$ cat src/outlier_score_top_k_unit_macros.svh
// Assertion macros for the outlier score top-k unit.
// Used by the top level; expects i_clk and i_rst_n in the including scope.
`ifndef OUTLIER_SCORE_TOP_K_UNIT_MACROS_SVH
`define OUTLIER_SCORE_TOP_K_UNIT_MACROS_SVH

// clocked check, off while reset is held
`define OSTK_ASSERT(lbl, prop, msg) \
    lbl: assert property (@(posedge i_clk) disable iff (!i_rst_n) prop) \
        else $error(msg);

// clocked check, also live during reset
`define OSTK_ASSERT_ALWAYS(lbl, prop, msg) \
    lbl: assert property (@(posedge i_clk) prop) \
        else $error(msg);

`endif

$ cat src/ostk_pkg.sv
// Package for the outlier score top-k unit: widths, codes and shared types.
// No dependencies; imported by every module of the block.
package ostk_pkg;

    localparam int WORD_W    = 32;
    localparam int ROW_W     = 32;
    localparam int SCORE_W   = 64;
    localparam int PROD_W    = 64;
    localparam int DEV_W     = 31;
    localparam int MEAS_MAX  = 3;
    localparam int BUDGET_W  = 6;
    localparam int CFG_IDX_W = 3;

    localparam logic [DEV_W-1:0]    DEV_MAX    = 31'h7FFF_FFFF;
    localparam logic [BUDGET_W-1:0] BUDGET_RST = 6'd32;

    // register indexes
    localparam logic [CFG_IDX_W-1:0] CFG_MEAN_A = 3'd0;
    localparam logic [CFG_IDX_W-1:0] CFG_MEAN_B = 3'd1;
    localparam logic [CFG_IDX_W-1:0] CFG_MEAN_C = 3'd2;
    localparam logic [CFG_IDX_W-1:0] CFG_INV_A  = 3'd3;
    localparam logic [CFG_IDX_W-1:0] CFG_INV_B  = 3'd4;
    localparam logic [CFG_IDX_W-1:0] CFG_INV_C  = 3'd5;
    localparam logic [CFG_IDX_W-1:0] CFG_BUDGET = 3'd6;

    // command codes (tuser of the input stream)
    localparam logic CMD_OBSERVE = 1'b0;
    localparam logic CMD_DRAIN   = 1'b1;

    localparam int IN_DATA_W  = 136;
    localparam int OUT_DATA_W = 96;

    typedef logic [WORD_W-1:0]  t_word;
    typedef logic [SCORE_W-1:0] t_score;
    typedef logic [ROW_W-1:0]   t_row;
    typedef logic [MEAS_MAX-1:0][WORD_W-1:0] t_word_vec;

    // broadcast to every cell
    typedef struct packed {
        logic   ins;
        logic   pop;
        t_score score;
        t_row   row;
    } t_cell_cmd;

    // what a cell shows its neighbors and the control
    typedef struct packed {
        logic   keep;   // occupied and not below the new score
        logic   lower;  // occupied and strictly below the new score
        t_score score;
        t_row   row;
    } t_cell_link;

endpackage

$ cat src/ostk_cell.sv
// One cell of the sorted store: holds a score and a row id.
// Depends on ostk_pkg. Inserts by shifting toward the tail, drains toward cell 0.
module ostk_cell #(
    parameter int IDX = 0,
    parameter int CW  = 6
) (
    input  logic                  i_clk,
    input  ostk_pkg::t_cell_cmd   i_cmd,
    input  logic [CW-1:0]         i_count,
    input  ostk_pkg::t_cell_link  i_left,
    input  ostk_pkg::t_cell_link  i_right,
    output ostk_pkg::t_cell_link  o_link
);
    import ostk_pkg::*;

    localparam logic [CW-1:0] IDX_C = CW'(IDX);

    t_score r_score;
    t_row   r_row;
    logic   w_occ;
    logic   w_keep;

    assign w_occ  = IDX_C < i_count;
    assign w_keep = w_occ && (r_score >= i_cmd.score);

    assign o_link.keep  = w_keep;
    assign o_link.lower = w_occ && !w_keep;
    assign o_link.score = r_score;
    assign o_link.row   = r_row;

    always_ff @(posedge i_clk) begin
        if (i_cmd.ins && !w_keep) begin
            // first cell past the kept prefix takes the new entry
            if (i_left.keep) begin
                r_score <= i_cmd.score;
                r_row   <= i_cmd.row;
            end else begin
                r_score <= i_left.score;
                r_row   <= i_left.row;
            end
        end else if (i_cmd.pop) begin
            r_score <= i_right.score;
            r_row   <= i_right.row;
        end
    end

endmodule

$ cat config.mk
export PLATFORM = sky130hd
export DESIGN_NAME = ostk_cell
export DESIGN_NICKNAME = d
export VERILOG_FILES = /design/src/outlier_score_top_k_unit_macros.svh /design/src/ostk_pkg.sv /design/src/ostk_cell.sv
export SDC_FILE = /design/constraint.sdc
export NUM_CORES = 1
export LEC_CHECK = 0
export ABC_AREA = 1
export BUFFER_PORTS_ARGS = -buffer_cell sky130_fd_sc_hd__buf_2
export CORE_AREA = 4 4 155 157
export DETAILED_ROUTE_END_ITERATION = 7
export DIE_AREA = 0 0 159 161
export SYNTH_ARGS = -nofsm -noshare
export SYNTH_HDL_FRONTEND = slang
export SYNTH_SLANG_ARGS = --single-unit
$ cat constraint.sdc
create_clock -name i_clk -period 5.1 [get_ports i_clk]
set_clock_uncertainty 0.2 [all_clocks]
set_input_delay 0.51 -clock i_clk [delete_from_list [all_inputs] [get_ports i_clk]]
set_output_delay 0.51 -clock i_clk [all_outputs]
set_load 0.05 [all_outputs]
======== Yosys cells after proc, flatten, opt, wreduce, memory -nomap -nowiden ========
Cells that the tools add are included.
operators by class
  magnitude comparators ................... 2
  muxes and demuxes ....................... 6
  reductions and logical operators ........ 5
operator list
  kind                count
  $mux 64             3
  $mux 32             3
  $ge 64x64->1        1
  $lt 1x6->1 const A  1
  $logic_and 1x1->1   3
  $reduce_bool 2->1   1
  $logic_not 1->1     1
storage, ports and cells
  bits in registers ....................... 96
  input bits .............................. 301
  output and inout port bits .............. 98

======== Depth between registers and ports, before layout ========
  depth after elaboration ................. 5
  gate-level depth with buffers ........... 21
  gate-level depth less buffers ........... 19

======== Worst setup path after synthesis ========
No wires, ideal clock.
  path kind ............................... flip-flop to flip-flop
  from .................................... register r_score[55]
  to ...................................... register r_row[0], enable pin
  library setup time ...................... 0.900 ns
  arrival ................................. 3.672 ns
  slack ................................... 0.328 ns
  stages on the path, launching flop included .. 13
  cells stage by stage .................... edfxtp_1 -> ha_1 -> nand2_1 -> nor2_1 -> nand4_1 -> nor4_1 -> nand2_1 -> nand2_2 -> nand2_4 -> nand2_4 -> buf_6 -> buf_6 -> nand2_1
between the ends
  word-level cells in the longest chain between the ends .. 5
RTL lines
  item                         line             RTL
  start, declared              ostk_cell.sv:18  t_score r_score;
  start signal, assigned       ostk_cell.sv:35  r_score <= i_cmd.score;
  start signal, assigned       ostk_cell.sv:38  r_score <= i_left.score;
  start signal, assigned       ostk_cell.sv:42  r_score <= i_right.score;
  $ge 64x64->1                 ostk_cell.sv:24  assign w_keep = w_occ && (r_score >= i_cmd.score);
  $logic_and 1x1->1            ostk_cell.sv:24
  $logic_not 1->1              ostk_cell.sv:32  if (i_cmd.ins && !w_keep) begin
  $logic_and 1x1->1            ostk_cell.sv:32
  $reduce_bool 2->1 (no line)  --
  end signal, assigned         ostk_cell.sv:36  r_row <= i_cmd.row;
  end signal, assigned         ostk_cell.sv:39  r_row <= i_left.row;
  end signal, assigned         ostk_cell.sv:43  r_row <= i_right.row;
  end, declared                ostk_cell.sv:19  t_row r_row;
No other way between the ends.
A chain may end at the register's enable or synchronous reset.

======== Worst setup path after layout ========
  from .................................... register r_score[5]
  to ...................................... register r_score[35], enable pin
between the ends
  word-level cells in the longest chain between the ends .. 5
RTL lines
  item                         line
  $ge 64x64->1                 ostk_cell.sv:24
  $logic_and 1x1->1            ostk_cell.sv:24
  $logic_not 1->1              ostk_cell.sv:32
  $logic_and 1x1->1            ostk_cell.sv:32
  $reduce_bool 2->1 (no line)  --
No other way between the ends.

==> results.tsv <==
metric	value	unit
hold path cells	3	
first-pass GRT wire length	37800	µm
critical path launch point type	flip-flop	
largest family of logic cells by synthesized area	simple AND/OR/NAND/NOR gates	
CP delay by family, top	simple AND/OR/NAND/NOR gates	
synth warn	0	
Final HPWL DP	19000	µm
Most Frequent Cell on Critical Path	nand2_1	
count leader, synth	nand2_1	
multiplexer share of the synthesized area	0.0530	
syn_nets	1252	
HP Start	i_right[89]	
postcts setup bufs	0	
crit path buf inv count	1	
H-Tree Depth	3	
non-filler cells, final	1542	
share of cells above drive strength 1	0.364	
die width	159	µm
final net count	1617	
Max Fclk	0.277	GHz
Final WS setup	1490	ps
Boundary Pins	399	
crit-path cells	ha_1, a21oi_1, nor2_1, nor2_1, nand2_1, nand2_1, nand2_1, nand2_1, nand2_1, nand2_1, nand2_2, nand2_4, nand2_4, nand2_4, buf_4	
Period minus WS final	3610	ps
CP Class	flip-flop to flip-flop	
Mapped Cells	887	
R2R setup slack	1490	ps
crit path from	r_score[5]$_DFFE_PP_	
final antenna-violating net count	0	
Detailed Route Iter0 Violations	422	
Clk Tree Root Cell	clkbuf_16	
Total Wirelength	24600	µm
core area	0.0225	mm²
total CTS buffers	9	
crit path DAT	3410	ps
Place WS	1170	ps
Final Cycle Share	0.707	
post-synthesis xor/xnor area fraction	0	
Slew headroom	0.293	
fin. max-slew vios	0	
die area	0.0256	mm²
CP Max Fanout	47	
Syn-to-layout area delta	34.9	%
via count	7211	
number of global-route vias before repair	7086	
Syn Std Cell Area	0.00702	mm²
mean number of vias per cell	4.68	
Avg WL per Cell	16.0	µm
reg-to-reg startpoint	r_score[5]$_DFFE_PP_	
largest net degree at the start of global routing	94	
Fin. Hold Viols	0	
CTS clk-pin slew, worst paths	80	ps
asr flop ratio synth	0	
DR DRC count	0	
antenna cells	0	
Post-Place Cells	1526	
CP peak stage delay	530	ps
simple-gate portion of the synthesized area	0.267	
I/O Buffers	395	
Seq/Total Area, Yosys	0.411	
cts hold-fix bufs	0	
WP depth	15	
R2R depth	15	
Leak	5.15	nW
#FFs+latches synth	96	
HP Class	primary input to flip-flop	
Post-synth top flop	edfxtp_1	
Max Cap Violations	0	
Worst EP required	4900	ps
Pwr Density	349	mW/mm²
status	completed	
CTS tree	built	
maximum VDD drop	0.000168	V
CTS sink count	96	
total negative setup slack	0	ps
area leader, netlist	edfxtp_1	
CTS max path bufs	2	
Slowest-stage cell, CP	nand2_4	
Compound-Gate Fraction of Synth Area	0.0759	
global-route usage over all layers	0.183	
die height	161	µm
RSZ-0062 raised after global routing	no	
Synth area leaders	edfxtp_1 (41%), nand2_1 (14%), ha_1 (11%)	
initial antenna violation count	1	
# rows	55	
Worst-Skew Late Latency	350	ps
top cells by count, synth	nand2_1 (260), nand3_1 (99), edfxtp_1 (96)	
Post-Syn Area per Cell	7.91	µm²
final setup violation count	0	
drt first pass iters	6	
Post-synth EDFFs	96	
Placed Area	0.00919	mm²
Worst-Margin Slew	1060	ps
Post-Synth Adder-Cell Area	0.114	
post-CTS sizing	0	
Initial Util	0.312	
crit path capture type	flip-flop	
post-synth top area share	0.411	
gr ovfl total	0	
synth unique cells	22	
post-route cell area	0.00947	mm²
gpl congestion	0.855	
report_power, final:
| group | internal (mW) | leakage (nW) | switching (mW) |
|---|---|---|---|
| clock | 0.337 | 0.134 | 0.329 |
| combinational | 0.409 | 4.04 | 1.09 |
| sequential | 1.07 | 0.975 | 0.0681 |
worst register-to-register path: stages (launching register included):
cell,delay [ps]
edfxtp_1,430
ha_1,310
a21oi_1,160
nor2_1,50
nor2_1,80
nand2_1,60
nand2_1,50
nand2_1,70
nand2_1,70
nand2_1,110
nand2_1,100
nand2_2,70
nand2_4,380
nand2_4,110
nand2_4,530
buf_4,470
path summary, 6_finish.rpt:
path | end
hold reg to reg | r_score[60]$_DFFE_PP_
hold / removal | r_score[57]$_DFFE_PP_
setup / recovery | r_score[35]$_DFFE_PP_
setup reg to reg | r_score[35]$_DFFE_PP_
cells by family after synthesis:
kind of cell | Yosys count
compound gates | 103
fa+ha+maj | 64
buf+inv | 135
flops | 96
mux | 33
simple gates | 456
per-stage QoR:
| stage | hold slack, ps | power, mW | util |
|---|---|---|---|
| 2_1_floorplan | 489 | 2.24 | - |
| 4_1_cts | 196 | 3.35 | 0.421 |
| 3_5_place_dp | 575 | 2.68 | 0.408 |
| 6_report | 219 | 3.31 | 0.421 |
| 3_3_place_gp | 573 | 2.66 | 0.408 |
| 5_1_grt | 204 | 3.52 | 0.421 |
state kept, by name, indices dropped and copies added (netlist names):
register / count
r_row: 32
r_score: 64
metal layers:
| layer | global-route usage | part of all wire |
|---|---|---|
| met1 | 0.220 | 0.41 |
| met2 | 0.324 | 0.49 |
| met3 | 0.0472 | 0.080 |
| met4 | 0.0548 | 0.019 |
| met5 | 0 | 0 |
cells in the final DEF (no fill, tap or decap), drive strengths merged:
master / count
a21oi: 91
o21ai: 5
clkbuf: 9
nor4: 1
nand4: 5
mux2: 33
and3: 1
nand3: 99
clkinv: 2
o21bai: 1
clkinvlp: 2
o21a: 4
buf: 404
nand2: 263
nor2: 87
a21o: 2
inv: 88
ha: 64
edfxtp: 96
cell type report:
class	instances	area (µm²)
multi-input cells	656	3580
clock buffers	9	225
clock inverters	7	53.8
inverters	85	319
fillers	2339	13000
repair buffers	404	2050
flip-flops and latches	96	2880
well taps	285	357
(Power assumes the default switching activity.)
